### src/rgf_pkg.sv
`timescale 1ns / 1ps
// ----------------------------------------------------------------------------
// rgf_pkg: shared definitions for the radial growth force pipeline
// Default widths and configuration register indexes.
// ----------------------------------------------------------------------------
package rgf_pkg;

	// Default value format: signed Q16.16.
	localparam int VALUE_WIDTH_DEF   = 32;
	localparam int FRACTION_BITS_DEF = 16;

	// Configuration register index width.
	localparam int CFG_IDX_W = 2;

	// Configuration register map.
	typedef enum logic [CFG_IDX_W-1:0] {
		REG_GROWTH_RATE   = 2'd0,
		REG_LINEAR_MODE   = 2'd1,
		REG_BOUNDARY_ONLY = 2'd2,
		REG_ACTIVE_DIMS   = 2'd3
	} cfg_reg_t;

endpackage

### src/rgf_delay.sv
`timescale 1ns / 1ps
// ----------------------------------------------------------------------------
// rgf_delay: stallable delay line
// Carries side data alongside the arithmetic units for a fixed stage count.
// ----------------------------------------------------------------------------
module rgf_delay
	import rgf_pkg::*;
#(
	parameter int WIDTH = VALUE_WIDTH_DEF,
	parameter int DEPTH = 2
) (
	input  logic             clk,
	input  logic             en,
	input  logic [WIDTH-1:0] din,
	output logic [WIDTH-1:0] dout
);

	logic [WIDTH-1:0] tap_s [DEPTH];

	// Shift one stage whenever the pipeline advances.
	always_ff @(posedge clk) begin
		if (en) begin
			tap_s[0] <= din;
			for (int k = 1; k < DEPTH; k++) begin
				tap_s[k] <= tap_s[k-1];
			end
		end
	end

	assign dout = tap_s[DEPTH-1];

endmodule

### config.mk
export PLATFORM = sky130hd
export DESIGN_NAME = rgf_delay
export DESIGN_NICKNAME = d
export VERILOG_FILES = /design/src/rgf_pkg.sv /design/src/rgf_delay.sv
export SDC_FILE = /design/constraint.sdc
export NUM_CORES = 1
export LEC_CHECK = 0
export ABC_AREA = 1
export ABC_CLOCK_PERIOD_IN_PS = 900
export BUFFER_PORTS_ARGS = -buffer_cell sky130_fd_sc_hd__buf_2
export CAP_MARGIN = 20
export CORE_ASPECT_RATIO = 0.9
export CORE_MARGIN = 2
export CORE_UTILIZATION = 40
export CTS_CLUSTER_DIAMETER = 80
export DETAILED_ROUTE_END_ITERATION = 6
export GPL_TIMING_DRIVEN = 0
export PLACE_DENSITY = 0.71
export SETUP_SLACK_MARGIN = 0.4
export SLEW_MARGIN = 25
export SYNTH_ARGS = -nofsm -noshare
export SYNTH_HDL_FRONTEND = slang
export SYNTH_SLANG_ARGS = --single-unit
export TNS_END_PERCENT = 50
### constraint.sdc
create_clock -name clk -period 0.9 [get_ports clk]
set_clock_uncertainty 0.05 [all_clocks]
set_input_delay 0.135 -clock clk [delete_from_list [all_inputs] [get_ports clk]]
set_output_delay 0.135 -clock clk [all_outputs]
set_load 0.005 [all_outputs]
Word level (Yosys, flattened, before mapping)
Memories as Yosys holds them, arrays and structs flattened.
Cells that the tools add are included.

cells by class
  reductions and logical operators = 0
  order comparisons = 0
  muxes and demuxes = 2
  eq/ne operators = 0
  bitwise gates (word level) = 0
  divide/modulo/power cells = 0
  shift-type cells = 0
  add/subtract/negate cells = 0
  $mul = 0

operators with widths
  cell               number
  1-bit two-way mux  2

word-level totals
  bits in writable memories = 64
  word-level logic and storage cells = 3
  bits in read-only memories = 0
  output and inout bits = 32
  bits in registers = 0
  memories kept = 1
  input bits = 34
  latch bits = 0

memory list
  name   words  width  read ports  clocked after Yosys merged registers in  wr ports  RTL line         source
  tap_s  2      32     2           0                                        2         rgf_delay.sv:18  logic [WIDTH-1:0] tap_s [DEPTH];

Longest topological paths before layout
  word-level depth = 2
  depth in mapped cells = 1
  gate-level depth less buffers = 0

Worst setup path before layout
Ideal clock, no wire load.

  path kind = reg2out
  from = memory tap_s[0][32] (netlist bit)
  to = output port dout[0]
  stages on the path, launching flop included = 2
  required time = 715 ps
  path slack = 248 ps
  path buffers = 1
  arrival time = 467 ps
  cell sequence = edfxtp_1 buf_4

RTL lines
  what                RTL line         source
  start: declaration  rgf_delay.sv:18
  end: declaration    rgf_delay.sv:15  output logic [WIDTH-1:0] dout

==> results.md <==
* Multi-input gate count at 0
* Via density per instance at 4.07
* Syn-to-layout area delta at 39.6%
* Diodes inserted at 0
* Finished Layout Cells at 244
* Area of the multi-input gates at 0 sq um
* Post-synth EDFFs at 64
* Reg clk slew, reported paths at 60 ps
* DP Cell Count at 228
* Global-route wire length before repair at 4.31 mm
* Buffers plus inverters on the worst setup path at 2
* Initial DRT Pass Iterations at 4
* Beginning of the worst hold path: din[4]
* DR iter-0 viols at 45
* CP endpoint kind: output pin
* Root buf cell: clkbuf_8
* Total of warnings raised by yosys at 0
* Max stage delay cell, worst path: edfxtp_1
* GP Congestion at 0.580
* RSZ-0062 raised after global routing: true
* Most flop-heavy register: tap_s
* Post-synth cell types at 2
* Fin. Hold Viols at 32
* Req. time, crit path at 710 ps
* Post-route ant nets at 0
* Nets at 206
* Crit-path cells: buf_6, buf_6
* Final WL at 3.11 mm
* Synthesized flop and latch total at 64
* Final Core Density at 0.578
* Via count at 994
* Max reg flops at 64
* Outcome: finished, violations left
* Post-Syn Area at 0.00216 sq mm
* Hold worst-path end: tap_s[0][4]$_DFFE_PP_
* Min-Delay Path Class: input port to flip-flop
* Family with the most delay on the worst path: flip-flops
* Yosys top cell area share at 0.889
* Placed inst area at 0.00257 sq mm
* Starting Density at 0.414
* Max Fanout on Critical Path at 1
* FF-to-FF path depth at 0
* FMAX at 884 MHz
* CTS Buf Count at 9
* WL/cell at 12.7 um
* Initial antenna violation count at 0
* Ratio of cells with drive above 1 in the final layout at 0.599
* Pins Over Slew Limit at 0
* Capture point of the worst reg-to-reg path: tap_s[0][63]$_DFFE_PP_
* Setup TNS Final at -6520 ps
* Measured slew at the worst slew-check pin at 304 ps
* Worst VDD drop at 0.893 mV
* Crit path DAT at 950 ps
* R2R Setup Slk at 200 ps
* CP peak stage delay at 400 ps
* Tot GR Track Use at 0.105
* Critical R2R Launch: tap_s[0][31]$_DFFE_PP_
* Fin worst setup slack at -232 ps
* Fin crit period at 1130 ps
* H-Tree Depth at 3
* Final worst-path cycle share at 1.26
* CTS tree: done
* FFs w/ async S/R, synth at 0
* Endpoints failing setup at 32
* Ys flop type: edfxtp_1
* Slew HR at 0.797
* Lkg Pwr at 1.21 nW
* Die Y at 73.7 um
* Synthesized instance count at 96
* Final instance area at 0.00302 sq mm
* CP startpoint kind: flip-flop
* Vias in the first global route at 981
* Die ar. at 0.00601 sq mm
* Pin count of the biggest net entering global routing at 65
* Worst path most repeated cell: buf_6
* Sequential share of the synthesized area at 0.889
* Die W at 81.5 um
* Top cells by count, synth: edfxtp_1 (64), buf_4 (32)
* Mean Syn Cell Area at 22.5 sq um
* Post-CTS Setup Bufs at 0
* Synth top area cells: edfxtp_1 (89%), buf_4 (11%)
* Failing checks: hold timing, setup timing
* Ports at 66
* Area leader, netlist: edfxtp_1
* DRC viols at 0
* Clk sink count at 64
* Core ar. at 0.00522 sq mm
* WS Path Type: flip-flop to output pin
* Clock Latency Late Sink at 310 ps
* Max Cap Viol at 0
* Hold_ws at -58.0 ps
* Deepest clock path buffer count at 2
* I/O Buffers at 65
* Cell Pwr Density at 1990 mW/mm^2
* Most common cell in the netlist: edfxtp_1
* Post-Syn Nets at 130
* Registers with the most flip-flops: tap_s (64)
* Grt ovf at 0
* Row count at 25
* Worst Hold Path Cells at 1
-- power breakdown --
group	switching [mW]	internal, mW	total (mW)
sequential	0.0664	3.54	3.61
combinational	0.161	0.364	0.525
clock	0.887	0.998	1.88
-- routing by layer --
layer	vias up	share of wire	track usage
met5	-	0	0
met4	0	0.026	0.0847
met3	8	0.067	0.0319
met2	40	0.55	0.181
met1	470	0.36	0.103
li1	476	-	-
-- worst max-delay path by stage --
stage | from | depth (start not counted) | end
after floorplan | tap_s[0][32]$_DFFE_PP_ | 1 | dout[0]
after global placement | en | 1 | tap_s[0][30]$_DFFE_PP_
after detailed placement | en | 1 | tap_s[0][21]$_DFFE_PP_
after CTS | tap_s[0][37]$_DFFE_PP_ | 2 | dout[5]
after global routing | tap_s[0][61]$_DFFE_PP_ | 2 | dout[29]
final | tap_s[0][55]$_DFFE_PP_ | 2 | dout[23]
-- stage by stage --
step,power [mW],setup WS [ps]
2_1_floorplan,3.78,248
3_3_place_gp,3.99,-664
3_5_place_dp,4.01,-299
4_1_cts,6.04,-249
5_1_grt,6.27,-278
6_report,6.01,-232
-- cell usage in the layout, fill, tap and decap left out --
cell	Yosys	final
buf_2	0	32
clkbuf_1	0	6
buf_16	0	1
clkbuf_8	0	9
edfxtp_1	64	64
buf_4	32	12
buf_6	0	52
clkinv_1	0	1
-- cell families after synthesis --
kind of cell and share of synthesized area:
flops 0.889, buf+inv 0.111
-- layout make-up --
class	instances	area, sq um
Tap cell	67	83.8
Fill cell	404	2200
Clock buffer	15	146
Sequential cell	64	1920
Clock inverter	1	3.75
Timing Repair Buffer	65	548
Buffer	32	315
-- timing repair --
| action | CTS | global route |
|---|---|---|
| pin swaps | 0 | 0 |
| gates resized for setup | 36 | 20 |
| cloned | 0 | 0 |
| setup endpoints to repair | 128 | 119 |
| endpoints found under the hold margin | 32 | 32 |
No activity file was read; power rests on OpenSTA's default activity.
