[src/rgf_pkg.sv]
`timescale 1ns / 1ps
// ----------------------------------------------------------------------------
// rgf_pkg: shared definitions for the radial growth force pipeline
// Default widths and configuration register indexes.
// ----------------------------------------------------------------------------
package rgf_pkg;

	// Default value format: signed Q16.16.
	localparam int VALUE_WIDTH_DEF   = 32;
	localparam int FRACTION_BITS_DEF = 16;

	// Configuration register index width.
	localparam int CFG_IDX_W = 2;

	// Configuration register map.
	typedef enum logic [CFG_IDX_W-1:0] {
		REG_GROWTH_RATE   = 2'd0,
		REG_LINEAR_MODE   = 2'd1,
		REG_BOUNDARY_ONLY = 2'd2,
		REG_ACTIVE_DIMS   = 2'd3
	} cfg_reg_t;

endpackage

[src/rgf_isqrt.sv]
`timescale 1ns / 1ps
// ----------------------------------------------------------------------------
// rgf_isqrt: pipelined integer square root
// Digit recurrence, one root bit per stage; result is the floor of the root.
// ----------------------------------------------------------------------------
module rgf_isqrt
	import rgf_pkg::*;
#(
	parameter int IN_W = 2 * VALUE_WIDTH_DEF + 2,
	localparam int OUT_W = IN_W / 2
) (
	input  logic             clk,
	input  logic             en,
	input  logic [IN_W-1:0]  radicand,
	output logic [OUT_W-1:0] root
);

	logic [IN_W-1:0]  rad_s  [OUT_W];
	logic [OUT_W+1:0] rem_s  [OUT_W];
	logic [OUT_W-1:0] root_s [OUT_W];

	for (genvar k = 0; k < OUT_W; k++) begin : g_stage
		logic [IN_W-1:0]  rad_p;
		logic [OUT_W+1:0] rem_p;
		logic [OUT_W-1:0] root_p;
		logic [OUT_W+1:0] rem_sh;
		logic [OUT_W+1:0] trial;
		logic             ge;

		// The first stage starts from the incoming radicand.
		if (k == 0) begin : g_first
			assign rad_p  = radicand;
			assign rem_p  = '0;
			assign root_p = '0;
		end else begin : g_next
			assign rad_p  = rad_s[k-1];
			assign rem_p  = rem_s[k-1];
			assign root_p = root_s[k-1];
		end

		// Bring down two radicand bits and try the next root bit.
		always_comb begin
			rem_sh = {rem_p[OUT_W-1:0], rad_p[IN_W-1 -: 2]};
			trial  = {root_p, 2'b01};
			ge     = (rem_sh >= trial);
		end

		always_ff @(posedge clk) begin
			if (en) begin
				rad_s[k]  <= rad_p << 2;
				rem_s[k]  <= ge ? (rem_sh - trial) : rem_sh;
				root_s[k] <= {root_p[OUT_W-2:0], ge};
			end
		end
	end

	assign root = root_s[OUT_W-1];

endmodule

[config.mk]
export PLATFORM = sky130hd
export DESIGN_NAME = rgf_isqrt
export DESIGN_NICKNAME = d
export VERILOG_FILES = /design/src/rgf_pkg.sv /design/src/rgf_isqrt.sv
export SDC_FILE = /design/constraint.sdc
export NUM_CORES = 2
export LEC_CHECK = 0
export BUFFER_PORTS_ARGS = -buffer_cell sky130_fd_sc_hd__buf_2
export CAP_MARGIN = 20
export CORE_UTILIZATION = 58
export CTS_CLUSTER_DIAMETER = 50
export DETAILED_ROUTE_END_ITERATION = 6
export PLACE_DENSITY = 0.74
export SLEW_MARGIN = 20
export SYNTH_ARGS = -nofsm -noshare
export SYNTH_HDL_FRONTEND = slang
export SYNTH_MEMORY_MAX_BITS = 65536
export SYNTH_SLANG_ARGS = --single-unit
[constraint.sdc]
create_clock -name clk -period 3.4 [get_ports clk]
set_input_delay 0.51 -clock clk [delete_from_list [all_inputs] [get_ports clk]]
set_output_delay 0.51 -clock clk [all_outputs]
set_load 0.02 [all_outputs]
After elaboration in Yosys (flattened, before gate mapping)
Memories as Yosys holds them, arrays and structs flattened.
Cells that the tools add are included.

storage, ports and cells
  flip-flop bits (word level) = 0
  latch bits = 0
  memory bits (writable) = 4,356
  bits in read-only memories = 0
  bits of input ports = 68
  memories = 3

cells by class
  add/subtract/negate cells = 33
  $mul = 0
  divide/modulo/power cells = 0
  $lt $le $gt $ge = 33
  equal/unequal tests = 0
  shifts and indexed selects = 0
  muxes and demuxes = 35
  bitwise operators = 0
  reduce and logical (&&, ||, !) cells = 0

memories
  memory  words  width  rd ports  clocked after Yosys merged registers in  write ports  RTL line         RTL
  rad_s   33     64     32        0                                        33           rgf_isqrt.sv:18  logic [IN_W-1:0] rad_s [OUT_W];
  rem_s   33     35     32        0                                        33           rgf_isqrt.sv:19  logic [OUT_W+1:0] rem_s [OUT_W];
  root_s  33     33     33        0                                        33           rgf_isqrt.sv:20  logic [OUT_W-1:0] root_s [OUT_W];

operator list
  kind                                                 count
  2-to-1 mux 35 bit                                    33
  >= comparator 35 bit                                 32
  subtractor 35 bit                                    32
  subtractor 2 x 1 -> 3 bit, second input constant     1
  >= comparator 2 x 1 -> 1 bit, second input constant  1
  2-to-1 mux 1 bit                                     2

Logic depth before layout (Yosys ltp)
An unclocked memory read counts as a cell.

  word-level depth = 3
  mapped depth = 14

Least setup slack after synthesis
No wires, ideal clock.

  kind = register to register
  start = mem rem_s[0][847] in the netlist's numbering
  end = mem rem_s[0][900] in the netlist's numbering, data pin
  library setup time = 0.270 ns
  arrival = 3.234 ns
  data required time = 3.130 ns
  setup slack = -0.104 ns
  stages on the path, launching flop included = 13
  path buffers = 3
  path through = edfxtp_1 ha_1 clkbuf_1 a21o_1 a311o_1 a2111oi_0 o31ai_1 a31oi_1 o21ai_1 nor3b_1 clkbuf_1 clkbuf_1 o21ai_0

RTL lines
  item                RTL line
  start: declaration  rgf_isqrt.sv:19

==> parameters.txt <==
Parameter                              Value

Status
  Run status ... finished with violations
  Failing checks ... negative setup slack

Final layout
  Final core utilization ... 0.677
  Area taken by flip-flops and latches ... 0.0788 sq mm
  Area of combinational cells with multiple inputs ... 0.0408 sq mm
  Number of inserted filler cells in the final layout ... 14775
  Net count reported at finish ... 10933
  Share of final-layout standard cells stronger than drive strength 1 ... 0.137
  Layout area overhead ... 16.0%

Logic synthesis
  Total nets after synthesis ... 10096
  Main flop type after synthesis ... sky130_fd_sc_hd__edfxtp_1
  Count of mapped cells out of synthesis ... 9433
  EDFF count, synth ... 2624
  Synth cell types ... 92
  Top-area cell type share of the netlist area ... 0.645
  Synthesized area per cell ... 13.0 sq um
  Most area-consuming cells after synthesis ... sky130_fd_sc_hd__edfxtp_1 (64%), sky130_fd_sc_hd__ha_1 (6.1%), sky130_fd_sc_hd__xor2_1 (3.0%)
  Most frequent cells after synthesis ... sky130_fd_sc_hd__edfxtp_1 (2624), sky130_fd_sc_hd__inv_1 (730), sky130_fd_sc_hd__nand2_1 (614)
  Top-count cell post-synth ... sky130_fd_sc_hd__edfxtp_1
  Register bit total from synthesis ... 2624
  Yosys synthesis warning count ... 0
  Sequential fraction of the synthesis area ... 0.645
  Fraction of registers with async set/reset ... 0
  Library cell occupying the most area in the post-synthesis netlist ... sky130_fd_sc_hd__edfxtp_1
  Netlist Area Pre-Place ... 0.122 sq mm

Worst setup path
  Terminus of the critical flop-to-flop path ... rem_s[0][465]$_DFFE_PP_
  Critical path launch point type ... flip-flop
  Maximum fanout along the worst path ... 7
  Cells on worst reg2reg path ... 8
  Type of the worst setup path ... reg2reg
  Capturing element type of the critical path ... flip-flop
  Worst R2R Start ... rem_s[0][443]$_DFFE_PP_
  CP arrival ... 4.21 ns
  Crit path required time ... 4.07 ns
  Register-to-register path setup slack ... -0.14 ns

Global route
  Wire length of the first global-routing pass ... 400000 um
  Overall track demand over capacity in global routing ... 0.238
  Number of global-route vias before repair ... 74476
  Total overflow reported by the global router ... 0
  Maximum number of pins on one net before global-route repair ... 116
  Number of antenna violations at the first check in global routing ... 1

Drt
  Via-to-Cell Ratio ... 5.72
  Drt pass-1 iters ... 6
  Post-Route WL ... 256000 um
  Routed wire per std cell ... 19.2 um
  Starting DRT DRC Count ... 5720
  Number of remaining DRC errors ... 0
  Antenna-violating nets left ... 0
  Total vias in the final route ... 76134

STA
  Portion of the clock cycle consumed by the worst path in the final layout ... 1.04
  Upper clock frequency limit ... 283 MHz
  Clock skew ... 0.0678 ns
  RSZ-0062 raised after global routing ... true
  Slew at the pin with the worst max-slew slack ... 0.764 ns
  Final Max Slew Viols ... 0
  Total count of hold-check failures in the final report ... 0
  Aggregate negative setup slack ... -2.57 ns
  Worst hold slack across all endpoints ... 0.102 ns
  Setup violations, final ... 25
  Max-slew headroom ... 0.486
  Setup slack after layout ... -0.138 ns
  Final period demand of the worst path ... 3.54 ns

Floorplanning
  Standard-cell row count ... 168
  Die width ... 461 um
  Initial core utilization ... 0.584
  Chip Height ... 461 um
  Placeable core area ... 0.209 sq mm
  I/O pin count ... 101
  Die area ... 0.213 sq mm

Clock tree
  Buffer type at the clock tree root ... sky130_fd_sc_hd__clkbuf_16
  CTS tree ... done
  Post-CTS clock slew at the launch and capture registers of the worst setup and hold paths ... 0.06 ns
  Worst-skew pair later-pin latency ... 0.95 ns
  Buffer levels on the longest clock path ... 4
  Number of H-tree branching levels ... 5
  Number of buffers inserted during clock tree synthesis ... 310
  # clock sinks ... 2624

Hold path
  HP Class ... in2reg
  Worst-case hold path end point ... rad_s[0][435]$_DFFE_PP_
  WHS Path Cells ... 1
  Min-Delay Startpoint ... en

Flow run
  Max-capacitance violation count ... 0

Pwr
  Pwr Density ... 693 mW/mm^2
  Combinational group share of total power ... 0.227
  Sequential share of power ... 0.447
  NetSw ... 0.0281 W
  Proportion of power drawn by the clock network ... 0.326
  Share of total power consumed by net switching ... 0.286
  Largest voltage drop on the vdd net ... 0.600 mV
  Static leakage ... 55.2 nW
  Internal power consumption ... 0.0702 W

Placement
  DP HPWL ... 182000 um
  Count of port buffers added during placement ... 100
  Final estimated routing congestion in global placement ... 0.905
==> what timing repair did <==
| action | in CTS | in global routing |
|---|---|---|
| hold buffers | 67 | 0 |
| setup buffers | 6 | 32 |
| resized for setup | 27 | 175 |
| endpoints found under the setup margin | 182 | 439 |
| pin swaps | 5 | 38 |
| gates cloned | 2 | 3 |
| endpoints found under the hold margin | 67 | 0 |
==> registers in the layout, indices dropped and copies added (netlist names) <==
signal and count:
rad_s 1056, rem_s 1007, root_s 561
==> cell usage in the layout (no fill, tap or decap), types with 123 or more instances in the layout <==
cell type,instances
sky130_fd_sc_hd__edfxtp_1,2624
sky130_fd_sc_hd__inv_1,727
sky130_fd_sc_hd__nand2_1,610
sky130_fd_sc_hd__nor2_1,594
sky130_fd_sc_hd__ha_1,584
sky130_fd_sc_hd__a21oi_1,582
sky130_fd_sc_hd__buf_4,486
sky130_fd_sc_hd__o21ai_0,456
sky130_fd_sc_hd__xor2_1,419
sky130_fd_sc_hd__xnor2_1,408
sky130_fd_sc_hd__clkbuf_16,322
sky130_fd_sc_hd__nor3_1,252
sky130_fd_sc_hd__a21o_1,231
sky130_fd_sc_hd__nand3_1,146
sky130_fd_sc_hd__nand4_1,123
==> layer usage <==
layer  vias to the layer above  wire length [um]  GRT usage  share of wire
li1                      36777                 -          -              -
met1                     36813            108000      0.306           0.42
met2                      1995            129000      0.415           0.50
met3                       549             10700     0.0302          0.042
met4                         0              8380     0.0812          0.033
met5                         -                 0          0              0
==> cell families (layout without fill, tap and decap cells) <==
logic type | Yosys count | after routing | synth area share
flops | 2624 | 2624 | 0.645
simple gates | 2447 | 2447 | 0.0989
compound gates | 1896 | 1896 | 0.0964
buf+inv | 920 | 1989 | 0.0285
xor+xnor | 829 | 829 | 0.0594
fa+ha+maj | 595 | 595 | 0.0609
mux | 121 | 121 | 0.0110
other cells | 1 | 3 | 0.0000307
==> power groups by stage <==
stage,Clock [W],Combinational (W),Sequential [W]
detailed placement,0,0.0214,0.0445
global route,0.0339,0.0246,0.0443
floorplan,0,0.0151,0.0433
global placement,0,0.0211,0.0445
CTS,0.0327,0.0218,0.0440
finish,0.0320,0.0223,0.0439
==> critical path, cell delays in order, from the launching register on <==
cell and delay (ns):
sky130_fd_sc_hd__edfxtp_1 0.41, sky130_fd_sc_hd__or3_4 0.41, sky130_fd_sc_hd__or4_4 0.42, sky130_fd_sc_hd__or2_4 0.25
sky130_fd_sc_hd__or3_4 0.34, sky130_fd_sc_hd__or4_4 0.44, sky130_fd_sc_hd__or4_4 0.58, sky130_fd_sc_hd__buf_12 0.18
sky130_fd_sc_hd__mux2_2 0.26
==> how the worst max path moves through the flow <==
stage,from,endpoint
detailed placement,rem_s[0][1060]$_DFFE_PP_,rem_s[0][1093]$_DFFE_PP_
floorplan,rem_s[0][876]$_DFFE_PP_,rem_s[0][916]$_DFFE_PP_
global route,rem_s[0][443]$_DFFE_PP_,rem_s[0][462]$_DFFE_PP_
global placement,rem_s[0][1060]$_DFFE_PP_,rem_s[0][1093]$_DFFE_PP_
CTS,rem_s[0][443]$_DFFE_PP_,rem_s[0][463]$_DFFE_PP_
finish,rem_s[0][443]$_DFFE_PP_,rem_s[0][465]$_DFFE_PP_
==> cell type report <==
type	count	share of cell area
Inverter	731	0.0193
Antenna cell	2	0.0000353
Tap cell	2805	0.0247
Multi-Input combinational cell	5889	0.288
Sequential cell	2624	0.556
Timing Repair Buffer	714	0.0425
Clock inverter	183	0.0124
Clock buffer	361	0.0574
==> stage by stage <==
| stage | area [sq um] | power (W) | cells | worst slack [ns] |
|---|---|---|---|---|
| after floorplan | 122000 | 0.0583 | 9433 | 0.00198 |
| after global placement | 130000 | 0.0655 | 12653 | -0.224 |
| after detailed placement | 130000 | 0.0660 | 12653 | -0.256 |
| after CTS | 141000 | 0.0984 | 13272 | -0.0255 |
| after global routing | 142000 | 0.103 | 13309 | -0.182 |
| final | 142000 | 0.0982 | 13309 | -0.138 |
Note: power is estimated with default switching activity, not from simulation.
